### src/hdl/rpr_pkg.sv
// Shared types and constants for the random page replacement block.
`default_nettype none
package rpr_pkg;

    localparam int          CFG_INDEX_W     = 2;
    localparam int          CFG_DATA_W      = 16;
    localparam int          LFSR_W          = 16;
    localparam int          PAGE_IN_W       = 7;
    localparam int          LIMIT_W         = 8;
    localparam int          COUNT_W         = 32;

    localparam logic [CFG_INDEX_W-1:0] CFG_FRAME_LIMIT = 2'd0;
    localparam logic [CFG_INDEX_W-1:0] CFG_RANDOM_SEED = 2'd1;

    localparam logic [LFSR_W-1:0]  LFSR_TAPS   = 16'hB400;
    localparam logic [LFSR_W-1:0]  SEED_RESET  = 16'd44257;
    localparam logic [LIMIT_W-1:0] LIMIT_RESET = 8'd128;
    localparam logic [COUNT_W-1:0] COUNT_MAX   = '1;

    typedef enum logic [2:0] {
        S_CLEAR,
        S_IDLE,
        S_LOOKUP,
        S_CHECK,
        S_DRAW,
        S_PLACE
    } t_state;

    typedef struct packed {
        logic load;
        logic step;
    } t_draw_ctl;

endpackage
`default_nettype wire

### src/hdl/rpr_present_mem.sv
// Present-bit memory: one write port, one registered read port.
`default_nettype none
module rpr_present_mem #(
    parameter int PAGE_W = 7
) (
    input  wire logic              i_clk,
    input  wire logic              i_we,
    input  wire logic [PAGE_W-1:0] i_waddr,
    input  wire logic              i_wdata,
    input  wire logic [PAGE_W-1:0] i_raddr,
    output logic                   o_rdata
);

    logic r_mem [2**PAGE_W];
    logic r_rdata;

    always_ff @(posedge i_clk) begin
        if (i_we) begin
            r_mem[i_waddr] <= i_wdata;
        end
    end

    always_ff @(posedge i_clk) begin
        r_rdata <= r_mem[i_raddr];
    end

    assign o_rdata = r_rdata;

endmodule
`default_nettype wire

### src/hdl/rpr_draw_unit.sv
// Galois LFSR draw unit: one candidate page per step.
`default_nettype none
module rpr_draw_unit
    import rpr_pkg::*;
#(
    parameter int PAGE_W = 7
) (
    input  wire logic              i_clk,
    input  wire logic              i_rst_n,
    input  wire t_draw_ctl         i_ctl,
    input  wire logic [LFSR_W-1:0] i_seed,
    output logic [PAGE_W-1:0]      o_cand
);

    logic [LFSR_W-1:0] r_lfsr;
    logic [LFSR_W-1:0] n_lfsr;
    logic [LFSR_W-1:0] w_step;
    logic [LFSR_W-1:0] w_seed;

    assign w_step = {1'b0, r_lfsr[LFSR_W-1:1]} ^ (r_lfsr[0] ? LFSR_TAPS : '0);
    assign w_seed = (i_seed == '0) ? LFSR_W'(1) : i_seed;

    always_comb begin
        n_lfsr = r_lfsr;
        if (i_ctl.load) begin
            n_lfsr = w_seed;
        end else if (i_ctl.step) begin
            n_lfsr = w_step;
        end
    end

    always_ff @(posedge i_clk) begin
        if (!i_rst_n) begin
            r_lfsr <= SEED_RESET;
        end else begin
            r_lfsr <= n_lfsr;
        end
    end

    // candidate comes from the advanced state
    assign o_cand = w_step[PAGE_W-1:0];

endmodule
`default_nettype wire

### src/hdl/random_page_replacement.sv
// Top level: random page replacement with sequencer, counters and config.
//
// channel   | handshake                   | payload
// request   | start, busy                 | i_page, i_restart
// result    | o_valid (one-cycle strobe)  | o_hit, o_evicted, o_victim_page, o_hit_total,
//           |                             | o_reference_total
// config    | i_cfg_valid, o_cfg_ready    | i_cfg_index, i_cfg_data
//
// Hit or free-frame fill: present-bit read, then decision in S_CHECK. Eviction: S_CHECK,
// then S_DRAW repeated per LFSR draw, each candidate read through the single present-bit read
// port, then S_PLACE. A restart request adds a clearing sweep (S_CLEAR) and S_LOOKUP. After
// reset the block sweeps the present-bit memory with busy high; config is taken always.
// Results cannot be stalled; o_valid pulses once per request.
`default_nettype none
module random_page_replacement
    import rpr_pkg::*;
#(
    parameter int PAGE_COUNT = 128
) (
    input  wire logic                   i_clk,
    input  wire logic                   i_rst_n,
    input  wire logic                   start,
    output logic                        busy,
    input  wire logic [PAGE_IN_W-1:0]   i_page,
    input  wire logic                   i_restart,
    output logic                        o_valid,
    output logic                        o_hit,
    output logic                        o_evicted,
    output logic [PAGE_IN_W-1:0]        o_victim_page,
    output logic [COUNT_W-1:0]          o_hit_total,
    output logic [COUNT_W-1:0]          o_reference_total,
    input  wire logic                   i_cfg_valid,
    output logic                        o_cfg_ready,
    input  wire logic [CFG_INDEX_W-1:0] i_cfg_index,
    input  wire logic [CFG_DATA_W-1:0]  i_cfg_data
);

    localparam int PAGE_W = $clog2(PAGE_COUNT);

    t_state                r_state, n_state;
    logic [LIMIT_W-1:0]    r_limit;
    logic [LFSR_W-1:0]     r_seed;
    logic [PAGE_W-1:0]     r_page, n_page;
    logic [PAGE_W-1:0]     r_cand, n_cand;
    logic [PAGE_W-1:0]     r_clr_addr, n_clr_addr;
    logic                  r_after_clear, n_after_clear;
    logic [LIMIT_W-1:0]    r_alloc, n_alloc;
    logic [COUNT_W-1:0]    r_hit_cnt, n_hit_cnt;
    logic [COUNT_W-1:0]    r_ref_cnt, n_ref_cnt;
    logic                  r_out_valid, n_out_valid;
    logic                  r_out_hit, n_out_hit;
    logic                  r_out_evicted, n_out_evicted;
    logic [PAGE_IN_W-1:0]  r_out_victim, n_out_victim;
    logic [COUNT_W-1:0]    r_out_hit_total, n_out_hit_total;
    logic [COUNT_W-1:0]    r_out_ref_total, n_out_ref_total;

    logic                  w_we;
    logic [PAGE_W-1:0]     w_waddr;
    logic                  w_wdata;
    logic [PAGE_W-1:0]     w_raddr;
    logic                  w_present;
    logic [PAGE_W-1:0]     w_cand;
    t_draw_ctl             w_draw_ctl;
    logic [PAGE_W-1:0]     w_in_page;
    logic [PAGE_W+PAGE_IN_W-1:0] w_page_ext;
    logic [PAGE_W+PAGE_IN_W-1:0] w_victim_ext;
    logic [LIMIT_W-1:0]    w_limit;
    logic [COUNT_W-1:0]    w_ref_inc;
    logic [COUNT_W-1:0]    w_hit_inc;

    assign w_page_ext   = {{PAGE_W{1'b0}}, i_page};
    assign w_in_page    = w_page_ext[PAGE_W-1:0];
    assign w_victim_ext = {{PAGE_IN_W{1'b0}}, r_cand};
    assign w_limit      = (r_limit == '0) ? LIMIT_W'(1) : r_limit;
    assign w_ref_inc    = (r_ref_cnt == COUNT_MAX) ? r_ref_cnt : r_ref_cnt + 1'b1;
    assign w_hit_inc    = (r_hit_cnt == COUNT_MAX) ? r_hit_cnt : r_hit_cnt + 1'b1;

    rpr_present_mem #(
        .PAGE_W (PAGE_W)
    ) u_mem (
        .i_clk   (i_clk),
        .i_we    (w_we),
        .i_waddr (w_waddr),
        .i_wdata (w_wdata),
        .i_raddr (w_raddr),
        .o_rdata (w_present)
    );

    rpr_draw_unit #(
        .PAGE_W (PAGE_W)
    ) u_draw (
        .i_clk   (i_clk),
        .i_rst_n (i_rst_n),
        .i_ctl   (w_draw_ctl),
        .i_seed  (r_seed),
        .o_cand  (w_cand)
    );

    // config registers
    assign o_cfg_ready = 1'b1;

    always_ff @(posedge i_clk) begin
        if (!i_rst_n) begin
            r_limit <= LIMIT_RESET;
            r_seed  <= SEED_RESET;
        end else if (i_cfg_valid) begin
            unique case (i_cfg_index)
                CFG_FRAME_LIMIT: r_limit <= i_cfg_data[LIMIT_W-1:0];
                CFG_RANDOM_SEED: r_seed  <= i_cfg_data;
                default: ;
            endcase
        end
    end

    always_comb begin
        n_state         = r_state;
        n_page          = r_page;
        n_cand          = r_cand;
        n_clr_addr      = r_clr_addr;
        n_after_clear   = r_after_clear;
        n_alloc         = r_alloc;
        n_hit_cnt       = r_hit_cnt;
        n_ref_cnt       = r_ref_cnt;
        n_out_valid     = 1'b0;
        n_out_hit       = r_out_hit;
        n_out_evicted   = r_out_evicted;
        n_out_victim    = r_out_victim;
        n_out_hit_total = r_out_hit_total;
        n_out_ref_total = r_out_ref_total;
        w_we            = 1'b0;
        w_waddr         = r_page;
        w_wdata         = 1'b0;
        w_raddr         = r_page;
        w_draw_ctl      = '0;

        unique case (r_state)
            S_CLEAR: begin
                w_we       = 1'b1;
                w_waddr    = r_clr_addr;
                w_wdata    = 1'b0;
                n_clr_addr = r_clr_addr + 1'b1;
                if (r_clr_addr == '1) begin
                    n_state       = r_after_clear ? S_LOOKUP : S_IDLE;
                    n_after_clear = 1'b0;
                end
            end
            S_IDLE: begin
                w_raddr = w_in_page;
                if (start) begin
                    n_page = w_in_page;
                    if (i_restart) begin
                        n_alloc         = '0;
                        n_hit_cnt       = '0;
                        n_ref_cnt       = '0;
                        w_draw_ctl.load = 1'b1;
                        n_clr_addr      = '0;
                        n_after_clear   = 1'b1;
                        n_state         = S_CLEAR;
                    end else begin
                        n_state = S_CHECK;
                    end
                end
            end
            S_LOOKUP: begin
                w_raddr = r_page;
                n_state = S_CHECK;
            end
            S_CHECK: begin
                n_ref_cnt       = w_ref_inc;
                n_out_ref_total = w_ref_inc;
                n_out_hit       = 1'b0;
                n_out_evicted   = 1'b0;
                n_out_victim    = '0;
                n_out_hit_total = r_hit_cnt;
                if (w_present) begin
                    n_hit_cnt       = w_hit_inc;
                    n_out_hit       = 1'b1;
                    n_out_hit_total = w_hit_inc;
                    n_out_valid     = 1'b1;
                    n_state         = S_IDLE;
                end else if (r_alloc < w_limit) begin
                    n_alloc     = r_alloc + 1'b1;
                    w_we        = 1'b1;
                    w_waddr     = r_page;
                    w_wdata     = 1'b1;
                    n_out_valid = 1'b1;
                    n_state     = S_IDLE;
                end else begin
                    w_draw_ctl.step = 1'b1;
                    w_raddr         = w_cand;
                    n_cand          = w_cand;
                    n_state         = S_DRAW;
                end
            end
            S_DRAW: begin
                if (w_present) begin
                    w_we    = 1'b1;
                    w_waddr = r_cand;
                    w_wdata = 1'b0;
                    n_state = S_PLACE;
                end else begin
                    w_draw_ctl.step = 1'b1;
                    w_raddr         = w_cand;
                    n_cand          = w_cand;
                end
            end
            S_PLACE: begin
                w_we          = 1'b1;
                w_waddr       = r_page;
                w_wdata       = 1'b1;
                n_out_evicted = 1'b1;
                n_out_victim  = w_victim_ext[PAGE_IN_W-1:0];
                n_out_valid   = 1'b1;
                n_state       = S_IDLE;
            end
            default: begin
                n_state = S_IDLE;
            end
        endcase
    end

    always_ff @(posedge i_clk) begin
        if (!i_rst_n) begin
            r_state       <= S_CLEAR;
            r_clr_addr    <= '0;
            r_after_clear <= 1'b0;
            r_alloc       <= '0;
            r_hit_cnt     <= '0;
            r_ref_cnt     <= '0;
            r_out_valid   <= 1'b0;
        end else begin
            r_state       <= n_state;
            r_clr_addr    <= n_clr_addr;
            r_after_clear <= n_after_clear;
            r_alloc       <= n_alloc;
            r_hit_cnt     <= n_hit_cnt;
            r_ref_cnt     <= n_ref_cnt;
            r_out_valid   <= n_out_valid;
        end
    end

    always_ff @(posedge i_clk) begin
        r_page          <= n_page;
        r_cand          <= n_cand;
        r_out_hit       <= n_out_hit;
        r_out_evicted   <= n_out_evicted;
        r_out_victim    <= n_out_victim;
        r_out_hit_total <= n_out_hit_total;
        r_out_ref_total <= n_out_ref_total;
    end

    assign busy              = (r_state != S_IDLE);
    assign o_valid           = r_out_valid;
    assign o_hit             = r_out_hit;
    assign o_evicted         = r_out_evicted;
    assign o_victim_page     = r_out_victim;
    assign o_hit_total       = r_out_hit_total;
    assign o_reference_total = r_out_ref_total;

endmodule
`default_nettype wire

### config.mk
export PLATFORM = sky130hd
export DESIGN_NAME = random_page_replacement
export DESIGN_NICKNAME = d
export VERILOG_FILES = /design/src/hdl/rpr_pkg.sv /design/src/hdl/rpr_present_mem.sv /design/src/hdl/rpr_draw_unit.sv /design/src/hdl/random_page_replacement.sv
export SDC_FILE = /design/constraint.sdc
export NUM_CORES = 1
export LEC_CHECK = 0
export CORE_ASPECT_RATIO = 1.4
export CORE_MARGIN = 5
export CORE_UTILIZATION = 45
export CTS_BUF_LIST = sky130_fd_sc_hd__clkbuf_8
export CTS_CLUSTER_DIAMETER = 100
export DETAILED_ROUTE_END_ITERATION = 8
export DONT_BUFFER_PORTS = 1
export HOLD_SLACK_MARGIN = 0.08
export PLACE_DENSITY = 0.58
export SYNTH_ARGS = -nofsm -noshare
export SYNTH_HDL_FRONTEND = slang
export SYNTH_SLANG_ARGS = --single-unit
### constraint.sdc
create_clock -name i_clk -period 4.7 [get_ports i_clk]
set_clock_uncertainty 0.15 [all_clocks]
set_input_delay 0.235 -clock i_clk [delete_from_list [all_inputs] [get_ports i_clk]]
set_output_delay 0.235 -clock i_clk [all_outputs]
set_load 0.02 [all_outputs]
==> results of run 1 <==
[routing by layer]
| layer | part of all wire | vias to the layer above |
|---|---|---|
| li1 | - | 5420 |
| met1 | 0.40 | 5475 |
| met2 | 0.51 | 273 |
| met3 | 0.047 | 89 |
| met4 | 0.035 | 0 |
| met5 | 0 | - |
[layout make-up]
class,count,area [um^2]
clock buffers,57,785
repair buffers,68,668
clock inverters,37,236
well taps,456,571
inverters,23,91.3
multi-input cells,1044,6290
fillers,3179,17100
diodes,1,2.50
flip-flops and latches,340,8960
[cell usage in the layout, fill, tap and decap left out, drive strengths merged, types with 9 or more instances in the layout]
| master | n |
|---|---|
| nor3 | 33 |
| a21oi | 57 |
| nand4 | 19 |
| and2 | 16 |
| nor2b | 76 |
| buf | 23 |
| clkinv | 23 |
| a22oi | 28 |
| o22ai | 16 |
| nand2 | 191 |
| o21ai | 42 |
| xor2 | 30 |
| nor2 | 199 |
| edfxtp | 215 |
| mux2i | 52 |
| and3 | 13 |
| nand3 | 52 |
| dlygate4sd3 | 45 |
| inv | 33 |
| nor4 | 18 |
| xnor2 | 47 |
| clkbuf | 57 |
| o221ai | 13 |
| o211a | 9 |
| a21boi | 16 |
| ha | 11 |
| nand3b | 11 |
| dfxtp | 125 |
[stage by stage]
stage / cell area (um^2) / util / hold WS [ps] / instances / setup WS, ps
after floorplan: 15700 / - / 184 / 1487 / 973
after global placement: 16100 / 0.465 / 185 / 1885 / 348
after detailed placement: 16100 / 0.465 / 185 / 1885 / 301
after CTS: 17600 / 0.508 / 102 / 2025 / 279
after global routing: 17600 / 0.508 / 138 / 2026 / 57.3
final: 17600 / 0.508 / 153 / 2026 / 295
[cell families (layout without fill, tap and decap cells)]
group                    count (synthesis)  after routing  share of synthesized area
flip-flops                             340            340                      0.571
XOR/XNOR                                77             77                     0.0430
buffers and inverters                  103            185                     0.0286
other                                    1              2                   0.000239
adder cells (fa/ha/maj)                 11             11                    0.00878
AO/OA/AOI/OAI                          232            232                      0.101
AND/OR/NAND/NOR                        658            658                      0.200
multiplexers                            65             65                     0.0476
[sequential cells by signal, indices dropped and copies added, names as in the netlist, 3 cells and up]
signal             flops
u_mem.r_mem          128
o_hit_total           32
o_reference_total     32
r_hit_cnt             32
r_ref_cnt             32
r_seed                16
u_draw.r_lfsr         16
r_alloc                8
r_limit                8
o_victim_page          7
r_cand                 7
r_clr_addr             7
r_page                 7
r_state                3
[synthesized netlist by cell type (all sizes together), types with 9 or more instances]
library cell	count	area [um^2]
a21oi	57	293
and2	16	100
nand3	52	265
a22oi	28	210
buf	21	138
and3	13	81.3
ha	11	138
nor2	199	752
xor2	30	263
nor4	18	140
nor2b	76	475
edfxtp	215	6460
nand2	191	719
nand3b	11	82.6
nand4	19	119
clkbuf	59	221
inv	23	88.8
nor3	33	165
a21boi	16	120
o221ai	13	120
o22ai	16	114
o21ai	42	210
o211a	9	90.1
mux2i	52	521
xnor2	47	412
dfxtp	125	2500
[worst max path at each step]
stage	cells past startpoint	startpoint	slack (ps)	end
after detailed placement	12	r_limit[5]	300	u_mem.o_rdata
final	13	r_limit[5]	290	u_mem.o_rdata
after CTS	13	r_limit[5]	280	u_mem.o_rdata
after global routing	14	r_limit[3]	60	u_mem.o_rdata
after global placement	13	r_limit[5]	350	u_mem.o_rdata
after floorplan	12	r_limit[5]	970	u_mem.r_mem[72]
[critical path: cells and delay by family, from the launching register on]
family,cells,cell delay [ps]
AND/OR/NAND/NOR,2,580
multiplexers,1,400
buffers and inverters,1,60
AO/OA/AOI/OAI,8,2440
flip-flops,1,330
adder cells (fa/ha/maj),1,300
[power by group through the flow]
stage	combinational, mW	sequential (mW)	clock [mW]
finish	0.140	3.16	2.44
CTS	0.139	3.16	2.51
global placement	0.0922	3.23	0
detailed placement	0.0935	3.23	0
global route	0.152	3.16	2.66
floorplan	0.0783	3.22	0
==> flow_metrics.tcl, run 1 <==
set metrics [dict create \
    path_class "reg2reg" \
    power_frac_comb 0.024 \
    fin_crit_ps 4410 \
    grt_max_degree 129 \
    fp.dieH_um 231 \
    p_sw_mw 1.25 \
    clk_path_buf_depth 3 \
    crit_fanout 16 \
    rows 81 \
    rrSetupSlack_ps 290 \
    start_kind "flop" \
    min_path_type "in2reg" \
    min_path_cells 3 \
    grt.total_usage 0.191 \
    tightest_slew_ps 1130 \
    grt-ovfl-total 0 \
    hold_buffers 46 \
    run_status "finished clean" \
    cts_root_buf "clkbuf_8" \
    clk_latency_ps 580 \
    place.gp.congestion 0.842 \
    ir_worst_vdd_v 0.000237 \
    cts_tree "yes" \
    drive_above_1_share 0.0848 \
    cpMostUsedCell "a211oi_1" \
    ys.flop_type "edfxtp_1" \
    dp_hpwl_um 24500 \
    synth_edf_count 215 \
    clk_pin_slew_worst_paths_ps 70 \
    dr.pass1.iters 5 \
    synth_area_um2 15700 \
    hold_viol 0 \
    maxSlewViolCount 0 \
    worstHoldEndpoint "r_seed[10]" \
    worstPathRequired_ps 5010 \
    use_met1 0.228 \
    post-route-period-util 0.937 \
    grt_busiest_layer "met2" \
    p_int_mw 4.49 \
    start_util 0.452 \
    grt_antenna_before_repair 1 \
    path_cells "inv_1 -> ha_1 -> a211oi_1 -> o21bai_1 -> o22ai_4 -> a21o_1 -> a21o_1 -> mux4_2 -> nand2_1 -> o221ai_1 -> a211oi_1 -> a211oi_1 -> or4_1" \
    ys_warn_count 0 \
    p_sw_frac 0.218 \
    syn2layout_area_growth_pct 12.3 \
    io_pins 106 \
    grt_use_met3 0.0358 \
    cts-resized-gates 0 \
    syn_inst 1487 \
    fmax_mhz 227 \
    synth_area_per_cell_um2 10.5 \
    p_leak_nw 6.20 \
    ant_nets 0 \
    power_mw 5.74 \
    vias 11300 \
    ys_seq_area_frac 0.571 \
    port_buffers 0 \
    finalSetupTns_ps 0 \
    numCtsBuffers 53 \
    rsz0062_at_grt "false" \
    postCtsSetupRepairBufs 0 \
    slowest_stage "a21o_1" \
    setup_viol 0 \
    maxCapViolations 0 \
    ys_seq_elements 340 \
    wl_per_cell_um 18.7 \
    reg2reg_depth 13 \
    clock-sinks 340 \
    min-delay-start "i_cfg_valid" \
    cp.arrival_ps 4720 \
    clock_power_share 0.425 \
    dr.first_iter.drc_count 862 \
    first_global_vias 11100 \
    nets 1571 \
    r2r_start "r_limit[5]" \
    timing.rr.end "u_mem.o_rdata" \
    max_stage_delay_ps 650 \
    slew_headroom 0.248 \
    drc 0 \
    die_area_um2 38700 \
    ys_types 71 \
    syn-num-nets 1528 \
    grt_pass1_wl_um 59600 \
    die_w_um 168 \
    core-area_um2 34700 \
    drt-total-wl_um 37800 \
    end_kind "flop" \
    cts.htree.levels 2 \
    p_seq_frac 0.551 \
    groute.layer.met2.usage 0.339 \
    vias_per_cell 5.56 \
    async_flop_share 0 \
    powerDensity_nw_per_um2 326 \
]
(Power assumes the default switching activity.)
==> inputs of run 2 (changes only) <==
- ABC_AREA: default -> 1
==> run 2 against run 1 <==
Against the previous run: highest routed layer unchanged; power fell by 1.7%; largest power group unchanged; via count is 10% higher; critical path depth up 4; sequential share of layout area decreased by 1.4 points; design area up 2.9%.
==> flow_metrics.tcl, run 2 <==
set metrics [dict create \
    placed_cells 2222 \
    synth_compound_area_frac 0.0653 \
    fin_crit_ps 3350 \
    synth_most_common_cell "nand2_1" \
    maxCapViolations 0 \
    reg2reg_depth 17 \
    max_stage_delay_ps 550 \
    r2r_start "u_mem.o_rdata" \
    min_path_type "in2reg" \
    clk_path_buf_depth 3 \
    crit_fanout 14 \
    synth_edf_count 215 \
    fp.dieH_um 234 \
    clk_pin_slew_worst_paths_ps 60 \
    clock-sinks 340 \
    wl_met1_um 16100 \
    syn-num-nets 1847 \
    dr.first_iter.drc_count 743 \
    ys_seq_area_frac 0.553 \
    vias 12400 \
    synth_mux_area_frac 0.000618 \
    cts.htree.levels 2 \
    wl_met2_um 21600 \
    synth_top_cell_by_area "edfxtp_1" \
    async_flop_share 0 \
    p_leak_nw 7.04 \
    die_w_um 170 \
    synth_xor_area_frac 0.0352 \
    drt-total-wl_um 41900 \
    wl_per_cell_um 17.7 \
    cts_tree "yes" \
    worstSetupStartpoint "u_mem.o_rdata" \
    ys_seq_elements 340 \
    netlist_top_cells_count "379 x nand2_1, 221 x nor2_1, 215 x edfxtp_1" \
    fmax_mhz 298 \
    worstHoldEndpoint "r_page[2]" \
    port_buffers 0 \
    start_kind "flop" \
    grt_pass1_wl_um 66300 \
    clk_latency_ps 600 \
    die_area_um2 39900 \
    rrSetupSlack_ps 1350 \
    ys_types 56 \
    synth_top_family_by_area "simple AND/OR/NAND/NOR gates" \
    min_path_cells 1 \
    synth.top_cell.area_share 0.399 \
    ir_worst_vdd_v 0.000220 \
    grt.total_usage 0.208 \
    synth_area_um2 16200 \
    io_pins 106 \
    slowest_stage "o21ai_2" \
    final_common_cell "nand2_1" \
    timing.rr.end "u_mem.o_rdata" \
    min-delay-start "i_page[2]" \
    synthSimpleGateAreaFrac 0.263 \
    run_status "finished clean" \
    final_cell_mix "378 x nand2_1, 227 x inv_1, 221 x nor2_1, 215 x edfxtp_1, 163 x nand3_1" \
    ys_warn_count 0 \
    path_cells "inv_1 -> nor2_1 -> buf_4 -> inv_1 -> o22ai_1 -> a211oi_1 -> nand2_1 -> o21ai_2 -> buf_4 -> nand3_1 -> nand3_1 -> nand3_1 -> nand3_1 -> nand3_1 -> nand2_1 -> nand2_1 -> nand2_1" \
    cp.arrival_ps 3750 \
    syn_inst 1806 \
    slew_headroom 0.280 \
    cts_root_buf "clkbuf_8" \
    cp.buffers_inverters 4 \
    ys.flop_type "edfxtp_1" \
    grt-ovfl-total 0 \
    vias_per_cell 5.25 \
    synth_fa_ha_area_frac 0.00850 \
    tightest_slew_ps 1080 \
    end_kind "flop" \
    place.gp.congestion 0.870 \
    dr.pass1.iters 5 \
    dr_wl_met3_um 2350 \
    top_register "u_mem.r_mem" \
    final_cells 2367 \
    post-route-period-util 0.714 \
    hold_viol 0 \
    maxSlewViolCount 0 \
    first_global_vias 12500 \
    synth_area_per_cell_um2 8.97 \
    drc 0 \
    yosys-top-cells-area "edfxtp_1 40%, dfxtp_1 15%, nand2_1 8.8%" \
    powerDensity_nw_per_um2 312 \
    grt_max_degree 83 \
    rows 82 \
    core-area_um2 35700 \
    nets 1901 \
    largest_register_ffs 128 \
    critPathTopFamily "buffers and inverters" \
    rsz0062_at_grt "false" \
    numCtsBuffers 52 \
    path_class "reg2reg" \
    start_util 0.454 \
    finalSetupTns_ps 0 \
    ant_nets 0 \
    grt_antenna_before_repair 2 \
    cpMostUsedCell "nand3_1" \
    drive_above_1_share 0.0977 \
    highest_layer "met4" \
    setup_viol 0 \
    syn2layout_area_growth_pct 11.8 \
    worstPathRequired_ps 5100 \
    dp_hpwl_um 27000 \
]
## run 2: changes by cell type after synthesis, sizes merged, moves of 28 or more
cell / delta
nand2: +213
inv: +198
nand3: +117
nor2b: -76
mux2i: -51
nor2: +43
a21oi: +34
a22oi: -28
nand3b: +28
## run 2: cell type report
type / count / area [um^2]
Inverter: 223 / 837
Clock inverter: 40 / 195
Fill cell: 3335 / 17600
Clock buffer: 57 / 785
Tap cell: 462 / 578
Antenna cell: 2 / 5.00
Multi-Input combinational cell: 1170 / 6060
Timing Repair Buffer: 73 / 686
Sequential cell: 340 / 8960
## run 2: repair_timing
action | CTS | global route
hold endpoints to repair | 72 | 0
hold buffers | 46 | 0
buffers inserted | 0 | 0
resized for setup | 0 | 0
## run 2: how the worst max path moves through the flow
stage | end | slack (ps) | cells after the start
floorplan | u_mem.r_mem[0] | 1260 | 7
global placement | u_mem.o_rdata | 1410 | 21
detailed placement | u_mem.o_rdata | 1340 | 21
CTS | r_alloc[7] | 1320 | 13
global route | r_alloc[7] | 1030 | 13
finish | u_mem.o_rdata | 1350 | 17
## run 2: metrics by stage
step	util	hold WS, ps	setup WS [ps]	total power [mW]	cell area [um^2]
after floorplan	-	184	1260	3.30	16200
after global placement	0.466	185	1410	3.34	16700
after detailed placement	0.466	185	1340	3.34	16700
after CTS	0.507	111	1320	5.71	18100
after global routing	0.507	117	1030	5.86	18100
final	0.507	150	1350	5.64	18100
## run 2: cells by family after synthesis
| family | after synthesis |
|---|---|
| mux | 1 |
| fa+ha+maj | 11 |
| xor+xnor | 60 |
| compound gates | 176 |
| flops | 340 |
| simple gates | 921 |
| other cells | 1 |
| buf+inv | 296 |
## run 2: worst reg2reg max path, delay by kind of cell (launching register included)
family | cells | cell delay (ps)
AOI/OAI and AO/OA | 3 | 850
buffers and inverters | 4 | 920
DFF | 1 | 460
and+or+nand+nor | 10 | 910
## run 2: power by group
part | switching, mW | internal, mW
Combinational | 0.0972 | 0.0509
Clock | 1.16 | 1.17
Sequential | 0.0113 | 3.15
## run 2: per-layer routing
metal  GRT usage  vias to the layer above
li1            -                     6074
met1       0.231                     5919
met2       0.375                      307
met3      0.0492                      120
met4      0.0931                        0
met5           0                        -
==> inputs of run 3 (changes only) <==
- ABC_AREA: 1 -> 0
- clock period: 4.7 -> 3.4 ns (I/O delays scaled with it)
==> run 3 against run 2 <==
Against the previous run: the run now ends with setup timing left; worst setup slack got worse by 1500 ps; final cell count down 9.5%; utilization is 3.8 points higher; global-route usage fell by 0.61 points; sequential share of layout area decreased by 2.0 points; worst hold slack got worse by 19 ps; highest routed layer unchanged.
==> flow_metrics.tcl, run 3 (same netlist as run 1, synthesis figures left out) <==
set metrics [dict create \
    die_area_um2 38700 \
    largest_register_ffs 128 \
    grt_antenna_before_repair 0 \
    final_common_cell "edfxtp_1" \
    path_cells "inv_2 -> ha_4 -> a211oi_4 -> o21ai_2 -> buf_4 -> o22ai_4 -> buf_6 -> a21o_1 -> a21o_1 -> buf_4 -> mux2_2 -> o211ai_1 -> nand3_1 -> and4b_1 -> or4_1" \
    hold_viol 0 \
    rsz0062_at_grt "true" \
    drt-total-wl_um 39400 \
    grt.total_usage 0.202 \
    cts.htree.levels 2 \
    p_leak_nw 6.70 \
    grt-ovfl-total 0 \
    start_kind "flop" \
    fp.dieH_um 231 \
    grt_max_degree 129 \
    maxSlewViolCount 0 \
    crit_fanout 5 \
    core-area_um2 34700 \
    clock-sinks 340 \
    place_worst_setup_slack_ps -475 \
    drive_above_1_share 0.158 \
    clk_path_buf_depth 3 \
    vias_per_cell 5.41 \
    power_mw 8.18 \
    insertedDiodeCount 0 \
    maxCapViolations 0 \
    port_buffers 0 \
    min_path_type "in2reg" \
    clk_latency_ps 600 \
    first_global_vias 11700 \
    top_register "u_mem.r_mem" \
    cp.arrival_ps 3900 \
    powerDensity_nw_per_um2 433 \
    grt_pass1_wl_um 62900 \
    max_stage_delay_ps 510 \
    dr.first_iter.drc_count 776 \
    dr.pass1.iters 5 \
    fin_crit_ps 3570 \
    syn2layout_area_growth_pct 20.4 \
    final_cell_mix "215 x edfxtp_1, 195 x nor2_1, 190 x nand2_1, 118 x dfxtp_1, 110 x buf_4" \
    cts_root_buf "clkbuf_8" \
    setup_viol 1 \
    tightest_slew_ps 913 \
    slowest_stage "or4_1" \
    numCtsBuffers 52 \
    slew_headroom 0.391 \
    post-route-period-util 1.05 \
    die_w_um 168 \
    ant_nets 0 \
    io_pins 106 \
    cts_tree "yes" \
    rows 81 \
    violations "setup timing" \
    vias 11600 \
    start_util 0.452 \
    run_status "finished with violations" \
    path_class "reg2reg" \
    worst_slack_ps -172 \
    fmax_mhz 280 \
    nets 1684 \
    clk_pin_slew_worst_paths_ps 70 \
    dp_hpwl_um 26000 \
    drc 0 \
    ir_worst_vdd_v 0.000323 \
    place.gp.congestion 0.886 \
    worstPathRequired_ps 3720 \
    end_kind "flop" \
    wl_per_cell_um 18.4 \
]
run 3: changes by cell type in the layout (fill, tap and decap cells not counted), sizes merged, moves of 15 or more:
cell	delta
nor2b	+76
nand3b	-28
nand3	-117
a21boi	+15
mux2i	+51
xnor2	+23
and2	+16
inv	-202
nor2	-43
a21oi	-34
buf	+94
dlygate4sd3	+15
nand2	-213
a22oi	+28
run 3: where the power goes:
part / internal, mW / switching (mW) / total (mW)
combinational: 0.103 / 0.131 / 0.234
sequential: 4.36 / 0.0149 / 4.37
clock: 1.97 / 1.61 / 3.58
run 3: area by class of cell:
cell class | instances | area (um^2)
Clock buffer | 59 | 812
Multi-Input combinational cell | 1044 | 6490
Tap cell | 456 | 571
Inverter | 23 | 91.3
Clock inverter | 38 | 294
Fill cell | 3075 | 15800
Timing Repair Buffer | 182 | 1660
Sequential cell | 340 | 8970
run 3: path summary, 6_finish.rpt:
kind / start / end / slack, ps / cells past startpoint
min reg2reg: r_seed[14] / r_seed[14] / 350 / 2
max reg2reg: r_limit[5] / u_mem.o_rdata / -170 / 15
max: r_limit[5] / u_mem.o_rdata / -170 / 15
min: i_page[5] / r_page[5] / 130 / 1
run 3: layer usage:
| layer | track usage | routed length [um] | vias to the layer above |
|---|---|---|---|
| met5 | 0 | 0 | - |
| met4 | 0.0827 | 1520 | 0 |
| met3 | 0.0348 | 1600 | 92 |
| li1 | - | - | 5642 |
| met2 | 0.364 | 20300 | 274 |
| met1 | 0.236 | 16000 | 5582 |
run 3: stage by stage:
stage / hold slack [ps] / utilization / cells / TNS [ps] / area [um^2]
CTS: 84.3 / 0.544 / 2141 / -136 / 18800
floorplan: 119 / - / 1487 / 0 / 15800
finish: 131 / 0.545 / 2142 / -172 / 18900
global route: 98.3 / 0.545 / 2142 / -385 / 18900
global placement: 120 / 0.486 / 1976 / -439 / 16900
detailed placement: 119 / 0.486 / 1976 / -475 / 16900
run 3: repair_timing:
| item | CTS | global route |
|---|---|---|
| resized for setup | 32 | 7 |
| endpoints found under the setup margin | 1 | 7 |
| pin swaps | 12 | 8 |
| gates cloned | 2 | 0 |
| hold buffers | 61 | 0 |
| hold endpoints to repair | 139 | 0 |
| buffers inserted | 5 | 1 |
run 3: critical path: cells and delay by family, from the launching register on:
family | cells | cell delay, ps
compound gates | 6 | 1120
simple gates | 3 | 820
buf+inv | 4 | 480
flops | 1 | 330
mux | 1 | 330
fa+ha+maj | 1 | 220
